==> src/hw/rtl/tdq_pkg.sv <==
`timescale 1ns / 1ps
package tdq_pkg;
  localparam int DEPTH = 16;
  localparam int IDX_W = $clog2(DEPTH);
  localparam int CNT_W = $clog2(DEPTH + 1);
  localparam int ID_W = 8;

  localparam logic [2:0] OP_START   = 3'd0;
  localparam logic [2:0] OP_RESTART = 3'd1;
  localparam logic [2:0] OP_CANCEL  = 3'd2;
  localparam logic [2:0] OP_TICK    = 3'd3;
  localparam logic [2:0] OP_FLUSH   = 3'd4;

  localparam logic [2:0] ST_EXPIRED  = 3'd0;
  localparam logic [2:0] ST_DONE     = 3'd1;
  localparam logic [2:0] ST_FULL     = 3'd2;
  localparam logic [2:0] ST_ARMED    = 3'd3;
  localparam logic [2:0] ST_NOTFOUND = 3'd4;

  localparam logic [1:0] SEL_ID   = 2'd0;
  localparam logic [1:0] SEL_PEND = 2'd1;
  localparam logic [1:0] SEL_ZERO = 2'd2;

  typedef struct packed {
    logic       load;
    logic       clr_idx;
    logic       inc_idx;
    logic       remove;
    logic       insert;
    logic       capture;
    logic       emit;
    logic [2:0] emit_status;
    logic       emit_last;
    logic [1:0] emit_sel;
  } dp_cmd_t;

  typedef struct packed {
    logic       at_end;
    logic       match;
    logic       later;
    logic       full;
    logic       empty;
    logic       front_exp;
    logic       out_free;
    logic [2:0] op;
  } dp_stat_t;
endpackage

==> src/hw/rtl/sorted_deadline_timer_queue.sv <==
`timescale 1ns / 1ps
// Sorted timer queue of tdq_pkg::DEPTH entries, earliest deadline first; equal deadlines
// keep arrival order. Each input beat with a defined operation gives one or more result
// beats, the final one with last set; other codes give none. Start, restart and cancel
// scan the list one entry a cycle; tick and flush give one result per expired timer or a
// done result. The next input is taken once the last result is in the output register.
module sorted_deadline_timer_queue (
  input  logic                    clk,
  input  logic                    rst,
  input  logic                    in_valid,
  output logic                    in_ready,
  input  logic [2:0]              operation,
  input  logic [tdq_pkg::ID_W-1:0] timer_id,
  input  logic [23:0]             duration,
  input  logic [31:0]             current_time,
  output logic                    out_valid,
  input  logic                    out_ready,
  output logic [2:0]              status,
  output logic [tdq_pkg::ID_W-1:0] expired_id,
  output logic                    last
);
  tdq_pkg::dp_cmd_t  cmd;
  tdq_pkg::dp_stat_t stat;

  tdq_ctrl u_ctrl (
    .clk(clk), .rst(rst), .in_valid(in_valid), .in_ready(in_ready),
    .operation(operation), .stat(stat), .cmd(cmd)
  );

  tdq_dp u_dp (
    .clk(clk), .rst(rst), .cmd(cmd), .stat(stat), .operation(operation),
    .timer_id(timer_id), .duration(duration), .current_time(current_time),
    .out_valid(out_valid), .out_ready(out_ready), .status(status),
    .expired_id(expired_id), .last(last)
  );
endmodule

==> src/hw/rtl/tdq_dp.sv <==
`timescale 1ns / 1ps
module tdq_dp (
  input  logic                   clk,
  input  logic                   rst,
  input  tdq_pkg::dp_cmd_t       cmd,
  output tdq_pkg::dp_stat_t      stat,
  input  logic [2:0]             operation,
  input  logic [tdq_pkg::ID_W-1:0] timer_id,
  input  logic [23:0]            duration,
  input  logic [31:0]            current_time,
  output logic                   out_valid,
  input  logic                   out_ready,
  output logic [2:0]             status,
  output logic [tdq_pkg::ID_W-1:0] expired_id,
  output logic                   last
);
  logic [2:0]                    op_reg;
  logic [tdq_pkg::ID_W-1:0]      id_reg;
  logic [23:0]                   dur_reg;
  logic [31:0]                   now_reg;
  logic [tdq_pkg::CNT_W-1:0]     idx;
  logic [tdq_pkg::CNT_W-1:0]     count;
  logic [tdq_pkg::ID_W-1:0]      pend_id;
  logic [tdq_pkg::ID_W-1:0]      slot_id [tdq_pkg::DEPTH];
  logic [31:0]                   slot_start [tdq_pkg::DEPTH];
  logic [23:0]                   slot_duration [tdq_pkg::DEPTH];
  logic [tdq_pkg::IDX_W-1:0]     ix;
  logic [31:0]                   elapsed;
  logic [31:0]                   elapsed0;
  logic [32:0]                   deadline;

  assign ix       = idx[tdq_pkg::IDX_W-1:0];
  assign elapsed  = now_reg - slot_start[ix];
  assign elapsed0 = now_reg - slot_start[0];
  assign deadline = {1'b0, elapsed} + {9'b0, dur_reg};

  always_comb begin
    stat.at_end    = (idx == count);
    stat.match     = (slot_id[ix] == id_reg);
    stat.later     = ({9'b0, slot_duration[ix]} > deadline);
    stat.full      = (count == tdq_pkg::CNT_W'(tdq_pkg::DEPTH));
    stat.empty     = (count == '0);
    stat.front_exp = (elapsed0 >= {8'b0, slot_duration[0]});
    stat.out_free  = !out_valid || out_ready;
    stat.op        = op_reg;
  end

  always_ff @(posedge clk) begin
    if (cmd.load) begin
      op_reg  <= operation;
      id_reg  <= timer_id;
      dur_reg <= duration;
      now_reg <= current_time;
    end
    if (cmd.capture) pend_id <= slot_id[0];
    if (cmd.remove) begin
      for (int i = 0; i < tdq_pkg::DEPTH - 1; i++) begin
        if (tdq_pkg::IDX_W'(i) >= ix) begin
          slot_id[i]       <= slot_id[i+1];
          slot_start[i]    <= slot_start[i+1];
          slot_duration[i] <= slot_duration[i+1];
        end
      end
    end else if (cmd.insert) begin
      for (int i = 1; i < tdq_pkg::DEPTH; i++) begin
        if (tdq_pkg::IDX_W'(i) > ix) begin
          slot_id[i]       <= slot_id[i-1];
          slot_start[i]    <= slot_start[i-1];
          slot_duration[i] <= slot_duration[i-1];
        end
      end
      slot_id[ix]       <= id_reg;
      slot_start[ix]    <= now_reg;
      slot_duration[ix] <= dur_reg;
    end
    if (cmd.emit) begin
      status <= cmd.emit_status;
      last   <= cmd.emit_last;
      unique case (cmd.emit_sel)
        tdq_pkg::SEL_ID:   expired_id <= id_reg;
        tdq_pkg::SEL_PEND: expired_id <= pend_id;
        default:           expired_id <= '0;
      endcase
    end
    if (rst) begin
      idx       <= '0;
      count     <= '0;
      out_valid <= 1'b0;
    end else begin
      if (cmd.clr_idx)      idx <= '0;
      else if (cmd.inc_idx) idx <= idx + tdq_pkg::CNT_W'(1);
      if (cmd.remove)       count <= count - tdq_pkg::CNT_W'(1);
      else if (cmd.insert)  count <= count + tdq_pkg::CNT_W'(1);
      if (cmd.emit)         out_valid <= 1'b1;
      else if (out_ready)   out_valid <= 1'b0;
    end
  end

  a_count_range: assert property (@(posedge clk) disable iff (rst)
    count <= tdq_pkg::CNT_W'(tdq_pkg::DEPTH))
    else $error("count beyond depth");
  a_no_ins_full: assert property (@(posedge clk) disable iff (rst)
    cmd.insert |-> !stat.full)
    else $error("insert into full queue");
  a_no_rm_empty: assert property (@(posedge clk) disable iff (rst)
    cmd.remove |-> !stat.empty && idx < count)
    else $error("remove outside queue");
  a_emit_free: assert property (@(posedge clk) disable iff (rst)
    cmd.emit |-> stat.out_free)
    else $error("result overwritten");
endmodule

==> src/hw/rtl/tdq_ctrl.sv <==
`timescale 1ns / 1ps
module tdq_ctrl (
  input  logic              clk,
  input  logic              rst,
  input  logic              in_valid,
  output logic              in_ready,
  input  logic [2:0]        operation,
  input  tdq_pkg::dp_stat_t stat,
  output tdq_pkg::dp_cmd_t  cmd
);
  localparam logic [1:0] S_IDLE = 2'd0;
  localparam logic [1:0] S_FIND = 2'd1;
  localparam logic [1:0] S_INS  = 2'd2;
  localparam logic [1:0] S_TICK = 2'd3;

  logic [1:0] state, state_next;
  logic       pend, pend_next;

  assign in_ready = (state == S_IDLE);

  always_comb begin
    cmd        = '0;
    state_next = state;
    pend_next  = pend;
    unique case (state)
      S_IDLE: begin
        if (in_valid) begin
          cmd.load    = 1'b1;
          cmd.clr_idx = 1'b1;
          pend_next   = 1'b0;
          if (operation == tdq_pkg::OP_TICK || operation == tdq_pkg::OP_FLUSH)
            state_next = S_TICK;
          else if (operation == tdq_pkg::OP_START || operation == tdq_pkg::OP_RESTART ||
                   operation == tdq_pkg::OP_CANCEL)
            state_next = S_FIND;
        end
      end
      S_FIND: begin
        cmd.emit_sel  = tdq_pkg::SEL_ID;
        cmd.emit_last = 1'b1;
        if (stat.at_end) begin
          if (stat.op == tdq_pkg::OP_CANCEL) begin
            cmd.emit_status = tdq_pkg::ST_NOTFOUND;
            cmd.emit        = stat.out_free;
            if (stat.out_free) state_next = S_IDLE;
          end else if (stat.full) begin
            cmd.emit_status = tdq_pkg::ST_FULL;
            cmd.emit        = stat.out_free;
            if (stat.out_free) state_next = S_IDLE;
          end else begin
            cmd.clr_idx = 1'b1;
            state_next  = S_INS;
          end
        end else if (stat.match) begin
          if (stat.op == tdq_pkg::OP_START) begin
            cmd.emit_status = tdq_pkg::ST_ARMED;
            cmd.emit        = stat.out_free;
            if (stat.out_free) state_next = S_IDLE;
          end else if (stat.op == tdq_pkg::OP_RESTART) begin
            cmd.remove  = 1'b1;
            cmd.clr_idx = 1'b1;
            state_next  = S_INS;
          end else begin
            cmd.emit_status = tdq_pkg::ST_DONE;
            cmd.emit        = stat.out_free;
            cmd.remove      = stat.out_free;
            if (stat.out_free) state_next = S_IDLE;
          end
        end else begin
          cmd.inc_idx = 1'b1;
        end
      end
      S_INS: begin
        cmd.emit_sel    = tdq_pkg::SEL_ID;
        cmd.emit_last   = 1'b1;
        cmd.emit_status = tdq_pkg::ST_DONE;
        if (stat.at_end || stat.later) begin
          cmd.emit   = stat.out_free;
          cmd.insert = stat.out_free;
          if (stat.out_free) state_next = S_IDLE;
        end else begin
          cmd.inc_idx = 1'b1;
        end
      end
      default: begin
        cmd.emit_status = pend ? tdq_pkg::ST_EXPIRED : tdq_pkg::ST_DONE;
        cmd.emit_sel    = pend ? tdq_pkg::SEL_PEND : tdq_pkg::SEL_ZERO;
        if (!stat.empty && (stat.op == tdq_pkg::OP_FLUSH || stat.front_exp)) begin
          if (!pend || stat.out_free) begin
            cmd.emit    = pend;
            cmd.capture = 1'b1;
            cmd.remove  = 1'b1;
            pend_next   = 1'b1;
          end
        end else begin
          cmd.emit_last = 1'b1;
          cmd.emit      = stat.out_free;
          if (stat.out_free) state_next = S_IDLE;
        end
      end
    endcase
  end

  always_ff @(posedge clk) begin
    if (rst) begin
      state <= S_IDLE;
      pend  <= 1'b0;
    end else begin
      state <= state_next;
      pend  <= pend_next;
    end
  end

  a_load_idle: assert property (@(posedge clk) disable iff (rst)
    cmd.load |-> state == S_IDLE)
    else $error("load outside idle");
  a_last_ends: assert property (@(posedge clk) disable iff (rst)
    cmd.emit && cmd.emit_last |=> state == S_IDLE)
    else $error("final result not ending item");
  a_pend_tick: assert property (@(posedge clk) disable iff (rst)
    pend && state != S_IDLE |-> state == S_TICK)
    else $error("pending expiry outside tick");
endmodule

==> config.mk <==
export PLATFORM = sky130hd
export DESIGN_NAME = sorted_deadline_timer_queue
export DESIGN_NICKNAME = d
export VERILOG_FILES = /design/src/hw/rtl/tdq_pkg.sv /design/src/hw/rtl/sorted_deadline_timer_queue.sv /design/src/hw/rtl/tdq_dp.sv /design/src/hw/rtl/tdq_ctrl.sv
export SDC_FILE = /design/constraint.sdc
export NUM_CORES = 2
export LEC_CHECK = 0
export CAP_MARGIN = 20
export CORE_ASPECT_RATIO = 1.2
export CORE_MARGIN = 8
export CORE_UTILIZATION = 50
export DETAILED_ROUTE_END_ITERATION = 10
export DONT_BUFFER_PORTS = 1
export PLACE_DENSITY = 0.68
export RECOVER_POWER = 25
export SLEW_MARGIN = 0
export SYNTH_ARGS = -nofsm -noshare
export SYNTH_HDL_FRONTEND = slang
export SYNTH_SLANG_ARGS = --single-unit
==> constraint.sdc <==
create_clock -name clk -period 21.8 [get_ports clk]
set_clock_uncertainty 0.05 [all_clocks]
set_input_delay 2.18 -clock clk [delete_from_list [all_inputs] [get_ports clk]]
set_output_delay 2.18 -clock clk [all_outputs]
set_load 0.01 [all_outputs]
---- After elaboration in Yosys (flattened, before gate mapping) ----
Memories as Yosys holds them, arrays and structs flattened. A register that Yosys moved wholly into a read port is not among the register bits.
Index checks and enable logic that the tools add are counted.
operators by class
  $add $sub $neg .......................... 6
  order comparisons ....................... 32
  equal/unequal tests ..................... 18
  mux-type cells .......................... 222
  bitwise logic cells ..................... 43
  reduce and logical (&&, ||, !) cells .... 29
operator list
  cell                                                 number
  two-way mux 32 bit                                   15
  two-way mux 24 bit                                   15
  two-way mux 1 bit                                    137
  two-way mux 8 bit                                    15
  subtractor 32 bit                                    2
  two-way mux 4 bit                                    15
  OR 1 bit                                             42
  adder 32 x 24 -> 33 bit                              1
  > comparator 24 x 33 -> 1 bit                        1
  >= comparator 32 x 24 -> 1 bit                       1
  > comparator 4 bit, first input constant             8
  two-way mux 2 bit                                    16
  OR reduction 32 bit                                  1
  >= comparator 4 bit, first input constant            7
  OR reduction 24 bit                                  1
  one-hot mux 7 bit (3 select lines)                   1
  >= comparator 3 x 4 -> 1 bit, first input constant   4
  > comparator 3 x 4 -> 1 bit, first input constant    4
  one-hot mux 8 bit (2 select lines)                   1
  adder 5 x 1 -> 5 bit, second input constant          2
  two-way mux 5 bit                                    2
  equality test 3 x 2 -> 1 bit, second input constant  3
  equality test 8 bit                                  1
  >= comparator 1 x 4 -> 1 bit, first input constant   2
  other kinds (30)                                     53
storage, ports and cells
  flip-flop bits (word level) ............. 101
  bits in writable memories ............... 1024
  output and inout bits ................... 14
  logic and storage cells ................. 366
  memories ................................ 3
memories
  name                depth  width  rd ports  clocked after memory_dff  write ports  line          text
  u_dp.slot_start     16     32     17        1                         16           tdq_dp.sv:25  logic [31:0] slot_start [tdq_pkg::DEPTH];
  u_dp.slot_duration  16     24     17        1                         16           tdq_dp.sv:26  logic [23:0] slot_duration [tdq_pkg::DEPTH];
  u_dp.slot_id        16     8      17        1                         16           tdq_dp.sv:24  logic [tdq_pkg::ID_W-1:0] slot_id [tdq_pkg::DEPTH];

---- Longest topological paths before layout ----
  depth after elaboration ................. 11
  depth in mapped cells ................... 41

---- By module ----
A second synthesis with hierarchy kept.
second synthesis, totals
  cells, all modules ...................... 5935
  area, all modules ....................... 68017.7 µm²
modules (own cells, without submodules)
  module    instances  cells an instance  area each (µm²)  seq. area each (µm²)
  tdq_dp    1          5852               67429.7          33662.3
  tdq_ctrl  1          83                 588.1            60.1

---- Worst setup path before layout ----
No wires, ideal clock.
  path type ............................... register to register
  start ................................... reg with a tool-made name
  end ..................................... mem u_dp.slot_duration[5][0] (enable)
  setup time .............................. 0.582 ns
  arrival ................................. 12.544 ns
  data required time ...................... 21.168 ns
  path slack .............................. 8.624 ns
  stages on the path, launching flop included .. 37
  path buffers ............................ 7
  cells stage by stage .................... dfxtp_1 buf_2 buf_6 buf_4 buf_4 clkbuf_1 buf_1 mux4_2 mux4_2 ha_1 fa_1 nand2b_1 a21oi_2 o21ai_0 nor2b_1 nor2b_1 nor2_1 xnor2_1 ha_1 inv_1 nor3_1 o2111ai_1 a311o_1 and2_1 a21oi_1 a21oi_1 xor2_1 ha_1 a21oi_1 o2111ai_1 a21oi_1 a211oi_1 o311a_1 o21ai_1 and2_1 clkbuf_1 a211oi_1
RTL lines
  element        line
  end, declared  tdq_dp.sv:26

==> metrics.md <==
| Metric | Value |
|---|---|
| Status | `finished, violations left` |
| Failing checks | `max-capacitance violations, max-slew violations` |
| Worst path slowest cell | `clkbuf_1` |
| Largest family of logic cells by synthesized area | `multiplexers` |
| Busiest grt layer | `met2` |
| Hold-fix buffers, CTS | `0` |
| # rows | `150` |
| Post-synthesis compound-gate area fraction | `a little over an eighth` |
| CTS Buffer Depth | `3` |
| Post-synth top area share | `approximately 48%` |
| Cell Chain, Critical Path | `clkbuf_1 > buf_4 > mux4_2 > mux4_2 > inv_1 > ha_1 > nand2_1 > nor4_1 > and2_0 > o311a_1 > nor2_1 > xnor2_1 > ha_1 > and2_0 > nand4_1 > a211oi_1 > nor2_1 > or2_0 > o211ai_1 > a31oi_1 > o2111ai_4 > clkbuf_1 > mux2i_1 > o21ai_0` |
| Clock group share of total power | `a little over a quarter` |
| Via density | `6.99` |
| Final hold slack | `0.454 ns` |
| Avg WL per Cell | `31.8 microns` |
| Number of iterations in the first detailed-routing pass | `6` |
| Detail Placement HPWL | `144 mm` |
| Post-Syn Instances | `around 5400` |
| DIE AREA | `approximately 0.15 sq mm` |
| Buf+Inv Stages, Crit Path | `4` |
| Post-synth top area cell | `edfxtp_1` |
| Maximum vdd drop | `~0.077 mV` |
| Postcts setup bufs | `0` |
| Critical Path Max Stage Delay | `~3 ns` |
| Met3 Use GR | `approximately 5.3%` |
| Warnings, synthesis | `0` |
| Initial Utilization | `around half` |
| Fin. Hold Viols | `0` |
| Simple-gate share of the synthesized area | `under 10%` |
| Clock transition at path regs | `approximately 0.070 ns` |
| Crit path capture type | `register` |
| Initial antenna violation count | `5` |
| Switch share | `between 30% and 40%` |
| Core Area | `0.139 sq mm` |
| Grt met2 use | `between 40% and 50%` |
| Ranking of synthesized cells by area | `edfxtp_1 (48%), mux4_2 (10%), mux2_2 (9.4%)` |
| Top_reg_cell synth | `edfxtp_1` |
| Leak | `0.0265 uW` |
| Setup_tns | `0 ns` |
| Max-slew violations | `around 430` |
| # setup viols final | `0` |
| Post-layout min period | `16.08 ns` |
| Relative slew margins | `-180%` |
| RSZ-0062 raised after global routing | `no` |
| Max Cap Viol | `13` |
| Gate power share | `between 30% and 40%` |
| Post-route DRC | `0` |
| Crit Path Category | `register to register` |
| Worst Path Arrival | `between 15 and 20 ns` |
| Final GP Congestion | `0.986` |
| Number of synthesized flops with an enable pin | `approximately 1100` |
| Asr flop ratio synth | `0%` |
| CTS tree | `built` |
| Seq/Total Area, Yosys | `around half` |
| Synth Area in Adders | `between 2 and 3%` |
| Die X | `between 300 and 400 microns` |
| Largest net degree at the start of global routing | `roughly 160` |
| Top Family by Delay on Critical Path | `buffers and inverters` |
| # port buffers | `0` |
| Gr ovfl total | `0` |
| H-tree Lvls | `3` |
| Largest registers in the final layout | `u_dp.slot_start (512), u_dp.slot_duration (384), u_dp.slot_id (128)` |
| CTS Buf Count | `around 120` |
| Required time worst endpoint | `~22 ns` |
| Critical Path Start Type | `register` |
| XOR/XNOR share of the synthesized area | `~1.1%` |
| PD cells | `slightly above 100 mW/mm^2` |
| Skew-Pair Late Insertion Delay | `between 0.8 and 0.9 ns` |
| Antenna viol nets, final | `0` |
| Critical Path Fanout Max | `between 40 and 50` |
| Final wirelength | `roughly 230 mm` |
| Layout cells sized above 1 | `about 25%` |
| Syn nets | `5642` |
| Mux cell area share after synthesis | `a little over a quarter` |
| Met1 global-route usage | `36.7%` |
| GR Util All Layers | `29.2%` |
| Die height | `approximately 430 microns` |
| Largest register by flop count | `u_dp.slot_start` |
| Iteration-0 DRC Markers | `between 5000 and 6000` |
| Register share of total power | `about two fifths` |
| First-pass GRT wire length | `between 300 and 400 mm` |
| Mean post-synth cell area | `approximately 13 sq um` |
| Fmax | `0.0622 GHz` |
| Unique masters post-synth | `89` |
| Worst slew pin tran | `4.19 ns` |
| Cell internal pwr | `5050 uW` |
| Hold Path Class | `register to register` |
| I/O Pins | `between 80 and 90` |
| Register bit count reported by yosys | `roughly 1100` |
| Psw | `approximately 2600 uW` |
| Layout Nets | `roughly 5400` |
| Root buf cell | `clkbuf_16` |
| Mapped cell area | `0.0700 sq mm` |
| Crit share post-route | `around three quarters` |
| DR vias | `approximately 50000` |
| Sink Count | `around 1100` |
| Max FFs per register | `512` |
| Area Overhead vs Synth | `7.88%` |
| Vias in the first global route | `50100` |
| Post-CTS sizing | `0` |
==> through the flow <==
stage	instance area [sq um]	utilization (%)	worst slack [ns]	total power [uW]	instances
6_report	75500	54.3	5.72	7690	7129
2_1_floorplan	70000	-	8.62	4820	5415
4_1_cts	75600	54.4	9.79	7690	7125
3_5_place_dp	71700	51.5	9.86	5580	6900
3_3_place_gp	71700	51.5	9.79	5530	6900
5_1_grt	75500	54.3	4.75	8010	7126
==> cells in the mapped netlist (11+ instances only) <==
master and number:
edfxtp_1 1111, mux2_2 582, nand2_1 424, mux2i_1 376, o21ai_0 318, mux4_2 315
o22ai_1 315, clkbuf_1 254, a21oi_1 195, buf_2 157, ha_1 152, a2bb2oi_1 134
inv_1 133, nor2_1 88, mux2_1 79, o2bb2ai_1 75, a22oi_1 66, a2bb2oi_2 60
xnor2_1 52, buf_1 47, nand3_1 43, a21o_1 39, xor2_1 31, and2_1 23
nor2b_1 22, nor3_1 22, nand4_1 20, a211oi_1 19, o21a_1 19, dfxtp_1 18
nand2b_1 18, and3_1 11, buf_4 11, o211ai_1 11
==> final timing paths <==
check                                from                                   to  slack (ns)  depth (start not counted)
max                              register  u_dp.slot_duration[9][11]$_DFFE_PP_        5.72                         24
min          u_dp.slot_id[0][3]$_DFFE_PP_            u_dp.pend_id[3]$_DFFE_PP_        0.45                          0
max reg2reg                      register  u_dp.slot_duration[9][11]$_DFFE_PP_        5.72                         24
min reg2reg  u_dp.slot_id[0][3]$_DFFE_PP_            u_dp.pend_id[3]$_DFFE_PP_        0.45                          0
==> per-layer routing <==
| metal | part of all wire (%) | up-vias |
|---|---|---|
| li1 | - | 21100 |
| met5 | 0.0057 | - |
| met3 | 8.4 | 587 |
| met4 | 5.4 | 2 |
| met1 | 38 | 25400 |
| met2 | 48 | 2764 |
==> cell type report <==
class,count,area [sq um]
Antenna cell,4,10.0
Clock buffer,136,3020
Clock inverter,89,947
Fill cell,11500,63500
Inverter,134,505
Multi-Input combinational cell,3673,34000
Sequential cell,1129,33700
Tap cell,1824,2280
Timing Repair Buffer,140,1000
==> layout by cell type, fill, tap and decap left out, types with 123 or more instances in the layout <==
cell and n:
a21oi_1 191, a2bb2oi_1 134, buf_4 123, edfxtp_1 1111
ha_1 150, inv_1 132, mux2_2 582, mux2i_1 376
mux4_2 315, nand2_1 417, o21ai_0 320, o22ai_1 315
==> kinds of logic after synthesis <==
| kind of cell | after synthesis |
|---|---|
| DFF | 1129 |
| xor gates and xnor gates | 85 |
| and+or+nand+nor | 717 |
| AOI/OAI and AO/OA | 1363 |
| muxes | 1352 |
| buffers and inverters | 613 |
| adders and majority gates | 156 |
==> power by group through the flow <==
stage                     Clock, uW  Combinational (uW)  Sequential (uW)
after global placement            0                2320             3210
final                          2100                2400             3190
after CTS                      2130                2380             3180
after detailed placement          0                2370             3220
after global routing           2220                2570             3220
after floorplan                   0                1670             3150
No activity file was read; power rests on OpenSTA's default activity.
